==> src/rtl/fasl_pkg.sv <==
// Shared types, constants and helpers for the four-axis slew and clamp limiter.
`default_nettype none

package fasl_pkg;

  localparam int AXES               = 4;
  localparam int STAMP_W            = 32;
  localparam int CFG_W              = 64;
  localparam int CFG_ADDR_W         = 2;
  localparam int VALUE_BITS_DEF     = 16;
  localparam int TIME_FRAC_BITS_DEF = 10;

  typedef enum logic [CFG_ADDR_W-1:0] {
    CFG_MIN_LIMITS  = 2'd0,
    CFG_MAX_LIMITS  = 2'd1,
    CFG_RATE_LIMITS = 2'd2
  } cfg_idx_t;

  typedef struct packed {
    logic rate_hit;
    logic max_hit;
    logic min_hit;
  } lane_flags_t;

  // Replicate one lane value into each of the AXES lanes that fits in a register word.
  function automatic logic [CFG_W-1:0] lane_fill(input logic [CFG_W-1:0] v, input int vbits);
    logic [CFG_W-1:0] r;
    r = '0;
    for (int k = 0; k < AXES; k++) begin
      if (k * vbits < CFG_W) begin
        r = r | (v << (k * vbits));
      end
    end
    return r;
  endfunction

endpackage

`default_nettype wire

==> src/rtl/fasl_cfg.sv <==
// Limit register file: per-lane minimum, maximum and rate words.
`default_nettype none

module fasl_cfg #(
  parameter int VALUE_BITS = fasl_pkg::VALUE_BITS_DEF
) (
  input  wire logic                             clk,
  input  wire logic                             rst_n,
  input  wire logic                             cfg_wr_en,
  input  wire logic [fasl_pkg::CFG_ADDR_W-1:0]  cfg_addr,
  input  wire logic [fasl_pkg::CFG_W-1:0]       cfg_wdata,
  output logic      [fasl_pkg::CFG_W-1:0]       min_limits,
  output logic      [fasl_pkg::CFG_W-1:0]       max_limits,
  output logic      [fasl_pkg::CFG_W-1:0]       rate_limits
);

  localparam logic [fasl_pkg::CFG_W-1:0] SIGN_BIT =
    fasl_pkg::CFG_W'(1) << (VALUE_BITS - 1);
  localparam logic [fasl_pkg::CFG_W-1:0] MIN_RST =
    fasl_pkg::lane_fill(SIGN_BIT, VALUE_BITS);
  localparam logic [fasl_pkg::CFG_W-1:0] MAX_RST =
    fasl_pkg::lane_fill(SIGN_BIT - fasl_pkg::CFG_W'(1), VALUE_BITS);

  logic [fasl_pkg::CFG_W-1:0] min_limits_r;
  logic [fasl_pkg::CFG_W-1:0] max_limits_r;
  logic [fasl_pkg::CFG_W-1:0] rate_limits_r;

  always_ff @(posedge clk) begin
    if (!rst_n) begin
      min_limits_r  <= MIN_RST;
      max_limits_r  <= MAX_RST;
      rate_limits_r <= '1;
    end else if (cfg_wr_en) begin
      case (fasl_pkg::cfg_idx_t'(cfg_addr))
        fasl_pkg::CFG_MIN_LIMITS:  min_limits_r  <= cfg_wdata;
        fasl_pkg::CFG_MAX_LIMITS:  max_limits_r  <= cfg_wdata;
        fasl_pkg::CFG_RATE_LIMITS: rate_limits_r <= cfg_wdata;
        default: ;  // drop writes to unknown indexes
      endcase
    end
  end

  assign min_limits  = min_limits_r;
  assign max_limits  = max_limits_r;
  assign rate_limits = rate_limits_r;

endmodule

`default_nettype wire

==> config.mk <==
export PLATFORM = sky130hd
export DESIGN_NAME = fasl_cfg
export DESIGN_NICKNAME = d
export VERILOG_FILES = /design/src/rtl/fasl_pkg.sv /design/src/rtl/fasl_cfg.sv
export SDC_FILE = /design/constraint.sdc
export NUM_CORES = 1
export LEC_CHECK = 0
export ABC_AREA = 1
export BUFFER_PORTS_ARGS = -buffer_cell sky130_fd_sc_hd__buf_2
export CAP_MARGIN = 20
export CORE_ASPECT_RATIO = 1.4
export CORE_MARGIN = 2
export CORE_UTILIZATION = 51
export DETAILED_ROUTE_END_ITERATION = 16
export PLACE_DENSITY = 0.9
export SLEW_MARGIN = 25
export SYNTH_ARGS = -nofsm -noshare
export SYNTH_HDL_FRONTEND = slang
export SYNTH_SLANG_ARGS = --single-unit
==> constraint.sdc <==
create_clock -name clk -period 1.5 [get_ports clk]
set_input_delay 0.225 -clock clk [delete_from_list [all_inputs] [get_ports clk]]
set_output_delay 0.225 -clock clk [all_outputs]
set_load 0.05 [all_outputs]
==> results.py, run 1 <==
metrics = {
    "status": {
        "status": "finished, final reports clean",
    },
    "critical_path": {
        "crit_required_ns": 1.27,
        "slowest_delay_ns": 0.37,
        "path_cells": "buf_2",
        "rr_worst_depth": 4,
        "slowest_stage": "dfxtp_1",
        "crit_family": "flip-flops",
        "start_kind": "flop",
        "worst-path-buf-inv": 1,
        "end_kind": "output pin",
        "critical_path_class": "flop to output pin",
        "arrival_ns": 1.06,
        "path_max_fanout": 2,
        "cp_num_cells": 1,
    },
    "sta": {
        "rsz0062_at_grt": "no",
        "slew_violations": 0,
        "worstMarginPinSlew_ns": 0.392,
        "post-route-min-period_ns": 1.29,
        "hold_violations": 0,
        "fmax_ghz": 0.776,
        "fin_skew_ns": 0,
        "min_period_over_period_pct": 85.9,
        "relSlewSlack_pct": 73.8,
        "setup_viol": 0,
        "finalSetupTns_ns": 0,
    },
    "synthesis": {
        "synth_area_leaders": "dfxtp_1, nand3_1, nand4_1",
        "synth_ff_type": "dfxtp_1",
        "synth-edff-count": 0,
        "ys_ff_latch": 192,
        "yosys-top-cells-count": "nand2_1, nand3_1, dfxtp_1",
        "synth.most_common_cell": "nand2_1",
        "async_flop_share_pct": 0,
        "syn_inst": 1004,
        "yosysUniqueCellTypes": 14,
        "syn-num-nets": 1073,
        "syn_area_sq_um": 7620,
        "yosysTopAreaCellShare_pct": 50.4,
        "yosysTopAreaCell": "dfxtp_1",
        "syn_area_per_cell_sq_um": 7.59,
        "yosysWarnings": 0,
        "ys_seq_area_share_pct": 50.4,
    },
    "drt": {
        "firstDrtPassIters": 6,
        "vias_per_cell": 5.53,
        "wl_um": 22200,
        "ant_nets": 0,
        "drtIter0Drc": 603,
        "wl_per_cell_um": 15.8,
        "vias": 7797,
        "drc": 0,
    },
    "clock_tree": {
        "clock_latency_ns": 0.42,
        "cts_tree": "yes",
        "cts_buffers": 17,
        "clkTransAtPathRegs_ns": 0.07,
        "cts_buffer_depth": 2,
        "cts_sinks": 192,
        "cts_max_level": 4,
        "cts_resized": 0,
        "holdBufCountCts": 0,
        "root_buffer": "clkbuf_16",
        "postCtsSetupRepairBufs": 0,
    },
    "cells_and_area": {
        "area_growth_pct": 26.6,
        "layout.nets": 1276,
        "drive_gt1_share_pct": 26.5,
        "multiInputGateArea_sq_um": 3060,
        "num_antenna_cells": 0,
        "stdcell_count": 1409,
        "regArea_sq_um": 3840,
        "fillerInstances": 1243,
        "fin_area_sq_um": 9660,
    },
    "floorplan": {
        "fp.coreArea_sq_um": 14600,
        "die_area_sq_um": 16000,
        "fp.dieH_um": 149,
        "die_w_um": 107,
        "start_util_pct": 52.3,
        "num_rows": 52,
        "pin_count": 261,
    },
    "global_route": {
        "grt_pass1_vias": 7072,
        "grt_pass1_wl_um": 35200,
        "grt_max_degree": 89,
        "grt_overflow": 0,
        "grt_usage_pct": 27.2,
        "antenna_found_initial": 0,
    },
    "power": {
        "p_per_area_nw_per_um2": 1300,
        "p_leak_nw": 4.80,
        "ir_drop_v": 0.000747,
    },
    "place": {
        "place_inst": 1377,
        "placed_area_sq_um": 9040,
        "place.gp.congestion": 0.857,
        "place_hpwl_um": 14900,
        "io_buffers": 260,
    },
    "hold_path": {
        "min_path_cells": 3,
        "worstHoldPathType": "input pin to flop",
    },
    "run": {
        "maxCapViolCount": 0,
    },
}
## logic make-up (layout without fill, tap and decap cells)
kind of cell / Yosys count / in the layout / share of synthesized area [%]
simple gates: 584 / 584 / 36.0
compound gates: 60 / 60 / 3.94
flops: 192 / 192 / 50.4
buf+inv: 168 / 384 / 9.62
## final timing paths
kind / start / to / slack (ns)
worst max register to register: max_limits[47] / max_limits[47] / 0.86
worst min register to register: max_limits[27] / max_limits[27] / 0.45
worst min-delay path: cfg_wdata[31] / max_limits[31] / 0.09
worst max-delay path: min_limits[47] / min_limits[47] / 0.21
## metal layers
layer / vias up / GRT usage, % / share of wire (%)
met5: - / 0 / 0
met4: 0 / 11.2 / 3.3
met3: 47 / 5.26 / 6.4
met2: 342 / 46.6 / 51
met1: 3622 / 33.4 / 39
li1: 3786 / - / -
## stage by stage
| stage | hold WS (ns) | worst slack (ns) | utilization [%] | power (mW) |
|---|---|---|---|---|
| 6_report | 0.0900 | 0.211 | 66.3 | 12.6 |
| 5_1_grt | 0.0948 | 0.177 | 66.3 | 13.0 |
| 3_3_place_gp | 0.433 | 0.318 | 62.0 | 7.90 |
| 4_1_cts | 0.0808 | 0.207 | 66.3 | 12.6 |
| 2_1_floorplan | 0.360 | 0.387 | - | 7.29 |
| 3_5_place_dp | 0.437 | 0.257 | 62.0 | 7.94 |
## cell type report
type / count / area share [%]
well taps: 189 / 2.45
clock inverters: 15 / 2.00
flip-flops and latches: 192 / 39.8
multi-input cells: 644 / 31.7
clock buffers: 17 / 4.41
repair buffers: 286 / 17.1
inverters: 66 / 2.57
## cells in the final DEF (no fill, tap or decap)
cell type,synthesis,final
dfxtp_1,192,192
nor2_4,0,1
buf_4,3,15
clkinv_8,0,2
clkinv_4,0,1
nand4_1,124,124
bufinv_16,0,2
buf_12,0,11
nand3_2,0,2
inv_8,0,3
inv_1,65,64
buf_2,43,258
clkbuf_16,0,17
a21oi_1,60,60
clkinv_2,0,1
buf_6,5,2
nand3_1,194,192
nor2_1,68,68
inv_2,1,2
nand2_1,197,197
inv_6,0,6
## power breakdown
group | switching [mW] | internal, mW
Sequential | 0.133 | 5.36
Clock | 2.18 | 2.56
Combinational | 1.78 | 0.561
## registers in the layout, indices dropped and copies added (netlist names)
name and flops:
max_limits 64, rate_limits 64, min_limits 64
(Power assumes the default switching activity.)
==> inputs of run 2 (changes only) <==
--- a/config.mk
+++ b/config.mk
@@ -8,7 +8,6 @@
 export ABC_AREA = 1
 export BUFFER_PORTS_ARGS = -buffer_cell sky130_fd_sc_hd__buf_2
 export CAP_MARGIN = 20
-export CORE_ASPECT_RATIO = 1.4
 export CORE_MARGIN = 2
 export CORE_UTILIZATION = 51
 export DETAILED_ROUTE_END_ITERATION = 16
==> constraint.sdc (replaced) <==
create_clock -name clk -period 1.5 [get_ports clk]
set_input_delay 0.225 -clock clk [delete_from_list [all_inputs] [get_ports clk]]
set_output_delay 0.225 -clock clk [all_outputs]
set_load 0.01 [all_outputs]
==> run 2 against run 1 <==
Net effect:
- die area barely moved
- via count up 2.1%
- maximum frequency rose by 7.3%
- largest power group unchanged
==> results.py, run 2 (synthesized netlist as in run 1, its figures left out) <==
metrics = {
    "status": {
        "status": "finished, final reports clean",
    },
    "critical_path": {
        "r2r-end": "min_limits[11]",
        "worst-path-buf-inv": 1,
        "path_cells": "buf_2",
        "end_kind": "output pin",
        "arrival_ns": 0.98,
        "critical_path_class": "flop to output pin",
        "worstSetupStartpoint": "min_limits[43]",
        "rr_worst_depth": 2,
        "cp-endpoint": "min_limits[43]",
        "reg2reg_slack_ns": 0.86,
        "crit_family": "flip-flops",
        "cp_num_cells": 1,
        "start_kind": "flop",
        "slowest_delay_ns": 0.39,
        "slowest_stage": "dfxtp_1",
        "reg2reg_from": "min_limits[11]",
        "crit_required_ns": 1.27,
        "path_max_fanout": 2,
    },
    "sta": {
        "worstMarginPinSlew_ns": 0.452,
        "post-route-min-period_ns": 1.20,
        "finalSetupTns_ns": 0,
        "min_period_over_period_pct": 80.1,
        "relSlewSlack_pct": 69.8,
        "rsz0062_at_grt": "no",
        "setup_viol": 0,
        "slew_violations": 0,
        "hold_violations": 0,
        "fin_skew_ns": 0,
        "fmax_ghz": 0.833,
    },
    "cells_and_area": {
        "area_growth_pct": 25.6,
        "num_antenna_cells": 0,
        "fillerInstances": 1200,
        "layout.nets": 1275,
        "final_util_pct": 65.7,
        "stdcell_count": 1403,
        "final_cell_mix": "buf_2, nand2_1, nand3_1, dfxtp_1, nand4_1",
        "drive_gt1_share_pct": 26.2,
        "final_common_cell": "buf_2",
    },
    "clock_tree": {
        "cts_tree": "yes",
        "postCtsSetupRepairBufs": 0,
        "clock_latency_ns": 0.43,
        "cts_sinks": 192,
        "holdBufCountCts": 0,
        "clkTransAtPathRegs_ns": 0.07,
        "cts_buffer_depth": 2,
        "cts_resized": 0,
        "cts_buffers": 17,
        "cts_max_level": 4,
        "root_buffer": "clkbuf_16",
    },
    "floorplan": {
        "pin_count": 261,
        "die_w_um": 126,
        "num_rows": 44,
        "fp.dieH_um": 126,
        "fp.coreArea_sq_um": 14600,
        "die_area_sq_um": 15900,
        "start_util_pct": 52.3,
    },
    "drt": {
        "drc": 0,
        "drtIter0Drc": 822,
        "wl_um": 22800,
        "wl_per_cell_um": 16.3,
        "ant_nets": 0,
        "vias_per_cell": 5.68,
        "firstDrtPassIters": 5,
        "vias": 7963,
    },
    "global_route": {
        "grt_pass1_vias": 7069,
        "antenna_found_initial": 0,
        "grt_overflow": 0,
        "grt_max_degree": 75,
        "grt_usage_pct": 27.9,
        "grt_pass1_wl_um": 36300,
    },
    "power": {
        "p_leak_nw": 4.77,
        "p_per_area_nw_per_um2": 1180,
        "ir_drop_v": 0.000819,
    },
    "place": {
        "place.gp.congestion": 0.854,
        "place_inst": 1371,
        "place_hpwl_um": 14800,
        "io_buffers": 260,
    },
    "run": {
        "maxCapViolCount": 0,
    },
    "hold_path": {
        "worstHoldPathType": "input pin to flop",
    },
}
run 2: changes by cell type in the layout (fill, tap and decap cells not counted), moves of 2 or more:
cell / change
inv_6: -4
clkinv_8: -2
clkinv_2: +2
inv_8: -3
bufinv_16: -2
clkbuf_8: +5
clkbuf_1: +3
run 2: cell type report:
cell class | count | area (sq um) | share of cell area (%)
clock inverters | 7 | 50.0 | 0.522
clock buffers | 25 | 505 | 5.28
multi-input cells | 644 | 3060 | 32.0
well taps | 184 | 230 | 2.40
flip-flops and latches | 192 | 3840 | 40.1
inverters | 66 | 248 | 2.59
repair buffers | 285 | 1640 | 17.1
run 2: metrics by stage:
| stage | instance area (sq um) | power [mW] | worst slack [ns] | hold slack [ns] |
|---|---|---|---|---|
| floorplan | 7620 | 6.49 | 0.388 | 0.360 |
| global placement | 9020 | 7.11 | 0.241 | 0.432 |
| detailed placement | 9020 | 7.14 | 0.229 | 0.437 |
| CTS | 9580 | 11.3 | 0.299 | 0.0658 |
| global route | 9580 | 11.8 | 0.287 | 0.0759 |
| finish | 9580 | 11.3 | 0.299 | 0.0731 |
run 2: layer usage:
| metal | global-route usage (%) | wire length (um) |
|---|---|---|
| met5 | 0 | 0 |
| met4 | 9.76 | 427 |
| met3 | 7.77 | 2350 |
| met2 | 45.3 | 10800 |
| met1 | 36.0 | 9270 |
run 2: where the power goes:
part           internal [mW]  switching (mW)
Combinational          0.555           0.984
Sequential              5.37           0.139
Clock                   2.35            1.90
Total                   8.28            3.02
run 2: worst min-delay path by stage:
stage | end | cells past startpoint | from | slack [ns]
floorplan | max_limits[15] | 2 | cfg_wdata[15] | 0.36
global placement | rate_limits[48] | 2 | rate_limits[48] | 0.43
detailed placement | rate_limits[56] | 2 | rate_limits[56] | 0.44
CTS | max_limits[4] | 2 | rst_n | 0.07
global route | max_limits[11] | 2 | rst_n | 0.08
finish | rate_limits[9] | 2 | rst_n | 0.07
