### src/rtl/fasl_pkg.sv
// Shared types, constants and helpers for the four-axis slew and clamp limiter.
`default_nettype none

package fasl_pkg;

  localparam int AXES               = 4;
  localparam int STAMP_W            = 32;
  localparam int CFG_W              = 64;
  localparam int CFG_ADDR_W         = 2;
  localparam int VALUE_BITS_DEF     = 16;
  localparam int TIME_FRAC_BITS_DEF = 10;

  typedef enum logic [CFG_ADDR_W-1:0] {
    CFG_MIN_LIMITS  = 2'd0,
    CFG_MAX_LIMITS  = 2'd1,
    CFG_RATE_LIMITS = 2'd2
  } cfg_idx_t;

  typedef struct packed {
    logic rate_hit;
    logic max_hit;
    logic min_hit;
  } lane_flags_t;

  // Replicate one lane value into each of the AXES lanes that fits in a register word.
  function automatic logic [CFG_W-1:0] lane_fill(input logic [CFG_W-1:0] v, input int vbits);
    logic [CFG_W-1:0] r;
    r = '0;
    for (int k = 0; k < AXES; k++) begin
      if (k * vbits < CFG_W) begin
        r = r | (v << (k * vbits));
      end
    end
    return r;
  endfunction

endpackage

`default_nettype wire

### src/rtl/fasl_lane.sv
// One axis: slew limit against the previous output, then clamp to max and min.
`default_nettype none

module fasl_lane #(
  parameter int VALUE_BITS     = fasl_pkg::VALUE_BITS_DEF,
  parameter int TIME_FRAC_BITS = fasl_pkg::TIME_FRAC_BITS_DEF
) (
  input  wire logic signed [VALUE_BITS-1:0]         req,
  input  wire logic signed [VALUE_BITS-1:0]         old,
  input  wire logic signed [VALUE_BITS-1:0]         mx,
  input  wire logic signed [VALUE_BITS-1:0]         mn,
  input  wire logic        [VALUE_BITS-1:0]         rate,
  input  wire logic        [fasl_pkg::STAMP_W-1:0]  dt,
  output logic signed      [VALUE_BITS-1:0]         val,
  output fasl_pkg::lane_flags_t                     flags
);

  localparam int PROD_W = VALUE_BITS + fasl_pkg::STAMP_W;

  logic        [PROD_W-1:0]     prod;
  logic signed [VALUE_BITS:0]   diff;
  logic        [VALUE_BITS:0]   mag;
  logic        [PROD_W-1:0]     mag_sh;
  logic                         limited;
  logic        [VALUE_BITS:0]   step;
  logic signed [VALUE_BITS+1:0] old_ext;
  logic signed [VALUE_BITS+1:0] step_ext;
  logic signed [VALUE_BITS+1:0] slew;
  logic signed [VALUE_BITS-1:0] v_slew;
  logic                         over_max;
  logic signed [VALUE_BITS-1:0] v_max;
  logic                         under_min;

  assign prod    = PROD_W'(rate) * PROD_W'(dt);
  assign diff    = (VALUE_BITS+1)'(req) - (VALUE_BITS+1)'(old);
  assign mag     = diff[VALUE_BITS] ? (VALUE_BITS+1)'(-diff) : (VALUE_BITS+1)'(diff);
  assign mag_sh  = PROD_W'(mag) << TIME_FRAC_BITS;
  assign limited = mag_sh > prod;

  // When limited the allowed step is below mag, so it fits in VALUE_BITS+1 bits.
  assign step     = prod[TIME_FRAC_BITS +: VALUE_BITS+1];
  assign old_ext  = (VALUE_BITS+2)'(old);
  assign step_ext = $signed({1'b0, step});
  assign slew     = (diff > 0) ? old_ext + step_ext : old_ext - step_ext;
  assign v_slew   = limited ? slew[VALUE_BITS-1:0] : req;

  assign over_max  = v_slew > mx;
  assign v_max     = over_max ? mx : v_slew;
  assign under_min = v_max < mn;
  assign val       = under_min ? mn : v_max;

  assign flags.rate_hit = limited;
  assign flags.max_hit  = over_max;
  assign flags.min_hit  = under_min;

endmodule

`default_nettype wire

### config.mk
export PLATFORM = sky130hd
export DESIGN_NAME = fasl_lane
export DESIGN_NICKNAME = d
export VERILOG_FILES = /design/src/rtl/fasl_pkg.sv /design/src/rtl/fasl_lane.sv
export SDC_FILE = /design/constraint.sdc
export NUM_CORES = 1
export LEC_CHECK = 0
export ABC_AREA = 1
export CORE_MARGIN = 1.5
export CORE_UTILIZATION = 55
export DETAILED_ROUTE_END_ITERATION = 7
export DONT_BUFFER_PORTS = 1
export PLACE_DENSITY_LB_ADDON = 0.08
export SYNTH_ARGS = -nofsm -noshare
export SYNTH_HDL_FRONTEND = slang
export SYNTH_SLANG_ARGS = --single-unit
### constraint.sdc
create_clock -name vclk -period 24.4
set_input_delay 6.1 -clock vclk [all_inputs]
set_output_delay 6.1 -clock vclk [all_outputs]
set_load 0.05 [all_outputs]
==> key figures, run 1 <==
Outcome
  – Outcome: finished, final reports clean

Floorplan
  – Core area: 0.0390 mm^2
  – Die ar.: 0.0411 mm^2
  – Die Ht: between 200 and 250 um
  – Initial core utilization: 0.562
  – # rows: 72
  – Die Width: 203 um
  – Io pins: 131

Yosys
  – Synth cell count leaders: nand2_1 (995), inv_1 (896), fa_1 (420)
  – Synth cell types: 48
  – Yosys Warn Count: 0
  – Net Count, Synth: about 4,000
  – Top cell type's share of synthesized area: 0.383
  – Gate Count Post-Synth: about 3,200
  – Most frequent cell after synthesis: nand2_1
  – Mean Syn Cell Area: 6.79 um^2
  – Mapped Area: 0.0219 mm^2
  – Leading area contributor after synthesis: fa_1
  – Register area share after synthesis: 0
  – Top cells by area, synth: fa_1 (38%), nand2_1 (17%), inv_1 (15%), ha_1 (11%), nand3_1 (2.3%)

STA
  – Period utilisation layout: 0.961
  – Worst slew pin tran: 0.577 ns
  – Worst setup margin: 0.951 ns
  – Slew margin rel.: 0.605
  – Final setup violation count: 0
  – Final Hold Fails: 0
  – RSZ-0062 raised after global routing: no
  – Achievable Freq: 42.6 MHz
  – Min cycle time layout: between 20 and 25 ns
  – Final Max Tran Viols: 0
  – Setup TNS: 0 ns

Global route
  – GRT Total Usage: 0.298
  – Vias in the first global route: about 19,000
  – Grt total ovfl: 0
  – First-pass GRT wire length: 98,300 um
  – Antenna violations before repair: 0
  – Largest net degree at the start of global routing: 33

Place
  – Pre-CTS setup slack: 0.802 ns
  – Final Wtd Congestion: 0.947
  – Post-DP HPWL: just over 50,000 um
  – Area after DPL: around 0.022 mm^2
  – Placed Cells: 3,625
  – Port Buffers: 0

Worst setup path
  – Critical Path End: val[13]
  – Logic depth of the worst path, buffers included: 54
  – Crit path max fanout: 32
  – Critical path arrival: 17.35 ns
  – Critical path startpoint category: input pin
  – Worst Setup End Kind: primary output
  – CP max stage delay: between 0.5 and 0.6 ns
  – Critical Path Source: rate[4]
  – Critical path's slowest cell: fa_1
  – CP required: 18.30 ns
  – Crit Path Class: input pin to primary output
  – Crit path max-delay family: simple AND/OR/NAND/NOR gates
  – CP Buf/Inv Count: 11
  – Most numerous cell on the critical path: nand2_1

Drt
  – Post-Route WL: 59,600 um
  – Drt first pass iters: 5
  – WL/cell: 16.5 um
  – Via Count: between 15,000 and 20,000
  – Initial DRC count: 1,343
  – # DRC: 0
  – Antenna-violating nets left: 0
  – Via density: 5.21

Final layout
  – Final #Nets: 3,842
  – Layout cells sized above 1: 0.0193
  – Final Instance Area: 0.0221 mm^2
  – Sequential cell area: 0 um^2
  – Cell Count, Final, Fillers Out: between 3,000 and 4,000
  – Diodes inserted: 0
  – Area Growth Syn to Fin: 0.724%
  – Seq cells: 0
  – Clk_buf instances: 0

Worst hold path
  – HP Class: input pin to primary output

Job
  – Max-cap violations: 0

Clock tree
  – Postcts setup bufs: 0
-- worst min-delay path by stage --
stage / from / to / slack (ns) / cells past startpoint
floorplan: mn[10] / val[10] / 12.53 / 2
global placement: mn[11] / val[11] / 12.53 / 2
detailed placement: mn[10] / val[10] / 12.53 / 2
CTS: mn[10] / val[10] / 12.53 / 2
global route: mn[11] / val[11] / 12.54 / 2
finish: mn[10] / val[10] / 12.53 / 2
-- cell type report --
type / instances / area [um^2]
inverter: 910 / 3420
fill: 3947 / 16900
tap: 518 / 648
timing repair buffer: 2 / 15.0
multi-input combinational: 2195 / 18000
-- stage by stage --
| step | util | hold slack (ns) |
|---|---|---|
| after floorplan | - | 12.53 |
| after global placement | 0.566 | 12.53 |
| after detailed placement | 0.566 | 12.53 |
| after CTS | 0.566 | 12.53 |
| after global routing | 0.566 | 12.54 |
| final | 0.566 | 12.53 |
-- cells by family (layout without fill, tap and decap cells) --
logic type,Yosys count,in the layout,synth area share
compound gates,179,179,0.0453
xor+xnor,75,75,0.0299
fa+ha+maj,621,621,0.498
buf+inv,1036,912,0.179
simple gates,1320,1320,0.248
-- cells in the final DEF (no fill, tap or decap), types with 3 or more instances in the layout --
master,instances
a21boi_1,3
a21o_1,6
a21oi_1,91
a31oi_1,3
clkinv_1,4
fa_1,420
ha_1,201
inv_1,896
inv_2,10
nand2_1,995
nand2_2,8
nand2_4,4
nand3_1,103
nand3_2,18
nand3b_1,7
nand4_1,16
nor2_1,128
nor2_2,7
nor2_4,3
nor3_1,14
nor3b_1,3
nor4_1,5
o21ai_0,43
o21ai_1,8
o21bai_1,6
o31ai_1,3
xnor2_1,24
xor2_1,51
-- metal layers --
| metal | track usage | part of all wire | routed length [um] | vias to the layer above |
|---|---|---|---|---|
| li1 | - | - | - | 9042 |
| met1 | 0.413 | 0.44 | 26400 | 9195 |
| met3 | 0.0246 | 0.056 | 3340 | 81 |
| met4 | 0.0619 | 0.021 | 1280 | 0 |
| met2 | 0.513 | 0.48 | 28600 | 554 |
| met5 | 0 | 0 | 0 | - |
-- repair_timing --
action	CTS	global route
gates resized for setup	0	2
setup endpoints to repair	0	10
hold buffers	0	0
Power of run 1 is not shown: default switching activity piles up to over one toggle a cycle in this logic, so the estimate is an artifact.
==> run 2: changes to the inputs <==
--- a/config.mk
+++ b/config.mk
@@ -11,6 +11,7 @@
 export DETAILED_ROUTE_END_ITERATION = 7
 export DONT_BUFFER_PORTS = 1
-export PLACE_DENSITY_LB_ADDON = 0.08
+export PLACE_DENSITY = 0.7
 export SYNTH_ARGS = -nofsm -noshare
 export SYNTH_HDL_FRONTEND = slang
 export SYNTH_SLANG_ARGS = --single-unit
+export TNS_END_PERCENT = 10
==> constraint.sdc (replaced) <==
create_clock -name vclk -period 24.4
set_input_delay 2.44 -clock vclk [all_inputs]
set_output_delay 2.44 -clock vclk [all_outputs]
set_load 0.05 [all_outputs]
==> key figures, run 2 (synthesis results as in run 1) <==
Outcome
  – Outcome: finished, final reports clean (unchanged)

Global route
  – First-pass GRT wire length: 97,800 um (was 98,300 um)
  – Largest net degree at the start of global routing: 33 (unchanged)
  – Grt total ovfl: 0 (unchanged)
  – Antenna violations before repair: 0 (unchanged)
  – GRT Total Usage: 0.291 (was 0.298)
  – Vias in the first global route: 19,800 (was 19,300)

Final layout
  – Clk_buf instances: 0 (unchanged)
  – Area Growth Syn to Fin: 0.605% (was 0.724%)
  – Most frequent cells in the layout: nand2_1 (995), inv_1 (896), fa_1 (420) (unchanged)
  – Final #Nets: 3,840 (was 3,842)
  – Filler Cell Count: 3,852 (was 3,947)
  – Sequential cell area: 0 um^2 (unchanged)
  – Commonest non-fill, non-tap cell in the layout: nand2_1 (unchanged)
  – Multi-input logic area: 0.0180 mm^2 (about the same)
  – Layout cells sized above 1: 0.0184 (was 0.0193)
  – Diodes inserted: 0 (unchanged)
  – Cell Count, Final, Fillers Out: 3,623 (was 3,625)
  – Seq cells: 0 (unchanged)

Floorplan
  – Io pins: 131 (unchanged)
  – Die Ht: 203 um (unchanged)
  – Core area: 0.0390 mm^2 (unchanged)
  – Die ar.: 0.0411 mm^2 (unchanged)
  – # rows: 72 (unchanged)
  – Die Width: 203 um (unchanged)
  – Initial core utilization: 0.562 (unchanged)

STA
  – Final setup violation count: 0 (unchanged)
  – Worst slew pin tran: 0.935 ns (was 0.577 ns)
  – RSZ-0062 raised after global routing: no (unchanged)
  – Final Max Tran Viols: 0 (unchanged)
  – Period utilisation layout: 0.701 (was 0.961)
  – Final Hold Fails: 0 (unchanged)
  – Min cycle time layout: 17.10 ns (was 23.45 ns)
  – Slew margin rel.: 0.375 (was 0.605)
  – Setup TNS: 0 ns (unchanged)
  – Achievable Freq: 58.5 MHz (was 42.6 MHz)

Job
  – Max-cap violations: 0 (unchanged)

Worst setup path
  – Critical path startpoint category: input pin (unchanged)
  – CP required: 21.96 ns (was 18.30 ns)
  – Most numerous cell on the critical path: nand2_1 (unchanged)
  – Critical path arrival: 14.66 ns (was 17.35 ns)
  – Worst Setup End Kind: primary output (unchanged)
  – Crit path max fanout: 32 (unchanged)
  – Critical path's slowest cell: inv_1 (was fa_1)
  – Crit Path Class: input pin to primary output (unchanged)
  – CP max stage delay: 0.72 ns (was 0.54 ns)

Drt
  – # DRC: 0 (unchanged)
  – Initial DRC count: 1,363 (was 1,343)
  – Drt first pass iters: 5 (unchanged)
  – Via density: 5.25 (was 5.21)
  – Antenna-violating nets left: 0 (unchanged)
  – Post-Route WL: 58,000 um (was 59,600 um)
  – WL/cell: 16.0 um (was 16.5 um)
  – Via Count: 19,000 (was 18,900)

Place
  – Final Wtd Congestion: 0.957 (was 0.947)
  – Port Buffers: 0 (unchanged)
  – Placed Cells: 3,623 (was 3,625)
  – Post-DP HPWL: 50,500 um (was 51,300 um)

Worst hold path
  – HP Class: input pin to primary output (unchanged)

Clock tree
  – Postcts setup bufs: 0 (unchanged)
  – Post-CTS Hold Fix Bufs: 0 (unchanged)
  – Post-cts resize count: 0 (unchanged)
run 2: changes by cell type in the layout (fill, tap and decap cells not counted), sizes merged:
cell | previous run | this run
buf | 2 | 0
run 2: critical path: cells and delay by family:
kind	cells	cell delay (ns)
simple gates	23	4.03
buf+inv	7	1.51
xor+xnor	1	0.22
compound gates	8	1.90
fa+ha+maj	10	4.50
run 2: per-stage QoR:
stage	instance area (um^2)	util	setup slack (ns)	hold WS (ns)
after global routing	22100	0.566	6.32	5.22
after global placement	22100	0.566	7.76	5.21
after CTS	22100	0.566	7.42	5.21
after floorplan	21900	-	9.03	5.21
after detailed placement	22100	0.566	7.48	5.21
final	22100	0.566	7.30	5.21
run 2: final cells by class:
| cell class | instances | share of cell area |
|---|---|---|
| inverters | 910 | 0.155 |
| multi-input cells | 2195 | 0.816 |
| well taps | 518 | 0.0294 |
run 2: path summary, 6_finish.rpt:
check	slack, ns	cells after the start	endpoint	start
worst max-delay path	7.30	49	val[4]	rate[4]
worst min-delay path	5.21	2	val[14]	mn[14]
run 2: routing by layer:
| metal | part of all wire | up-vias | GRT usage |
|---|---|---|---|
| met1 | 0.43 | 9264 | 0.394 |
| met4 | 0.018 | 0 | 0.0468 |
| met5 | 0 | - | 0 |
| met3 | 0.065 | 79 | 0.0291 |
| met2 | 0.49 | 623 | 0.514 |
| li1 | - | 9054 | - |
Power of run 2 is left out for the same reason.
==> run 3: changes to the inputs <==
Settings changed: ABC_AREA 1 to 0.
Clock period 24.4 ns to 17.1 ns, I/O delays scaled along.
==> key figures, run 3 <==
Outcome
  – Outcome: finished, final reports clean (unchanged)

Yosys
  – Gate Count Post-Synth: 2,582 (was 3,231)
  – Synth cell count leaders: inv_1 (509), fa_1 (420), nand2_1 (384) (was nand2_1 (995), inv_1 (896), fa_1 (420))
  – Mapped Area: 0.0211 mm^2 (was 0.0219 mm^2)
  – Register area share after synthesis: 0 (unchanged)
  – Top cells by area, synth: fa_1 (40%), ha_1 (12%), inv_1 (9.1%), nand2_1 (6.8%), and2_1 (6.3%) (was fa_1 (38%), nand2_1 (17%), inv_1 (15%), ha_1 (11%), nand3_1 (2.3%))
  – Most frequent cell after synthesis: inv_1 (was nand2_1)
  – Mean Syn Cell Area: 8.17 um^2 (was 6.79 um^2)
  – Leading area contributor after synthesis: fa_1 (unchanged)
  – Top cell type's share of synthesized area: 0.398 (was 0.383)
  – Yosys Warn Count: 0 (unchanged)
  – Net Count, Synth: 3,315 (was 3,964)
  – Synth cell types: 85 (was 48)

STA
  – Slew margin rel.: 0.368 (was 0.375)
  – Min cycle time layout: 16.35 ns
  – Achievable Freq: 61.2 MHz
  – Final Max Tran Viols: 0 (unchanged)
  – Worst slew pin tran: 0.943 ns (was 0.935 ns)
  – RSZ-0062 raised after global routing: no (unchanged)
  – Final setup violation count: 0 (unchanged)
  – Final Hold Fails: 0 (unchanged)
  – Period utilisation layout: 0.956
  – Setup TNS: 0 ns (unchanged)

Worst setup path
  – Critical path startpoint category: input pin (unchanged)
  – Worst Setup End Kind: primary output (unchanged)
  – Critical Path Source: rate[4] (unchanged)
  – Critical path arrival: 14.64 ns (was 14.66 ns)
  – Critical path's slowest cell: or4b_2 (was inv_1)
  – Crit Path Class: input pin to primary output (unchanged)
  – Crit path max fanout: 32 (unchanged)
  – Critical Path End: val[15] (was val[4])
  – Most numerous cell on the critical path: fa_1 (was nand2_1)
  – CP max stage delay: 0.65 ns (was 0.72 ns)
  – CP required: 15.39 ns (was 21.96 ns)

Final layout
  – Commonest non-fill, non-tap cell in the layout: inv_1 (was nand2_1)
  – Final Instance Area: 0.0214 mm^2 (was 0.0221 mm^2)
  – Layout cells sized above 1: 0.0303 (was 0.0184)
  – Sequential cell area: 0 um^2 (unchanged)
  – Clk_buf instances: 0 (unchanged)
  – Most frequent cells in the layout: inv_1 (509), fa_1 (420), nand2_1 (384) (was nand2_1 (995), inv_1 (896), fa_1 (420))
  – Diodes inserted: 0 (unchanged)
  – Filler Cell Count: 3,501 (was 3,852)
  – Area Growth Syn to Fin: 1.20% (was 0.605%)
  – Seq cells: 0 (unchanged)
  – Post-layout util: 0.566 (about the same)
  – Final #Nets: 3,210 (was 3,840)

Drt
  – Via density: 5.80 (was 5.25)
  – Via Count: 17,300 (was 19,000)
  – Drt first pass iters: 5 (unchanged)
  – Post-Route WL: 55,100 um (was 58,000 um)
  – Antenna-violating nets left: 0 (unchanged)
  – # DRC: 0 (unchanged)
  – Initial DRC count: 1,233 (was 1,363)
  – WL/cell: 18.4 um (was 16.0 um)

Global route
  – Antenna violations before repair: 0 (unchanged)
  – GRT Total Usage: 0.291 (about the same)
  – First-pass GRT wire length: 92,800 um (was 97,800 um)
  – Largest net degree at the start of global routing: 33 (unchanged)
  – Grt total ovfl: 0 (unchanged)
  – Vias in the first global route: 18,400 (was 19,800)

Floorplan
  – Io pins: 131 (unchanged)
  – Die ar.: 0.0396 mm^2 (was 0.0411 mm^2)
  – Die Ht: 199 um (was 203 um)
  – # rows: 71 (was 72)
  – Initial core utilization: 0.559 (was 0.562)
  – Core area: 0.0378 mm^2 (was 0.0390 mm^2)
  – Die Width: 199 um (was 203 um)

Worst hold path
  – HP Class: input pin to primary output (unchanged)

Clock tree
  – Post-cts resize count: 0 (unchanged)
  – Post-CTS Hold Fix Bufs: 0 (unchanged)
  – Postcts setup bufs: 0 (unchanged)

Job
  – Max-cap violations: 0 (unchanged)

Place
  – Port Buffers: 0 (unchanged)
  – Area after DPL: 0.0213 mm^2 (was 0.0221 mm^2)
  – Final Wtd Congestion: 0.923 (was 0.957)
  – Post-DP HPWL: 46,300 um (was 50,500 um)
run 3: layout make-up:
type	instances	area, um^2	share of cell area
Multi-Input combinational cell	1958	18700	0.877
Tap cell	511	639	0.0299
Timing Repair Buffer	8	85.1	0.00398
Inverter	509	1910	0.0894
run 3: worst max-delay path: cells and delay by family:
family	cells	cell delay (ns)
fa+ha+maj	10	4.31
compound gates	20	3.98
mux	3	1.17
simple gates	10	2.71
buf+inv	7	0.68
run 3: per-layer routing:
metal / up-vias / track usage / wire (um)
li1: 7932 / - / -
met1: 8688 / 0.393 / 23400
met2: 602 / 0.497 / 26800
met3: 85 / 0.0437 / 3760
met4: 0 / 0.0575 / 1060
met5: - / 0 / 0
run 3: cell families after synthesis:
kind of cell               share of synthesized area
AOI/OAI and AO/OA                              0.101
xor gates and xnor gates                      0.0303
adders and majority gates                      0.517
buffers and inverters                          0.113
muxes                                         0.0287
and+or+nand+nor                                0.209
run 3: metrics by stage:
stage	instances	hold WS, ns	worst slack, ns
final	2986	3.65	0.747
after global routing	2986	3.65	0.190
after CTS	2982	3.65	0.481
after detailed placement	2982	3.65	0.515
after global placement	2982	3.65	0.804
after floorplan	2582	3.64	1.09
run 3: how the worst min path moves through the flow:
stage | start | endpoint | cells after the start
floorplan | mn[10] | val[10] | 1
global placement | mn[7] | val[7] | 1
detailed placement | mn[14] | val[14] | 1
CTS | mn[14] | val[14] | 1
global route | mn[9] | val[9] | 1
finish | mn[11] | val[11] | 1
Power of run 3 is left out for the same reason.
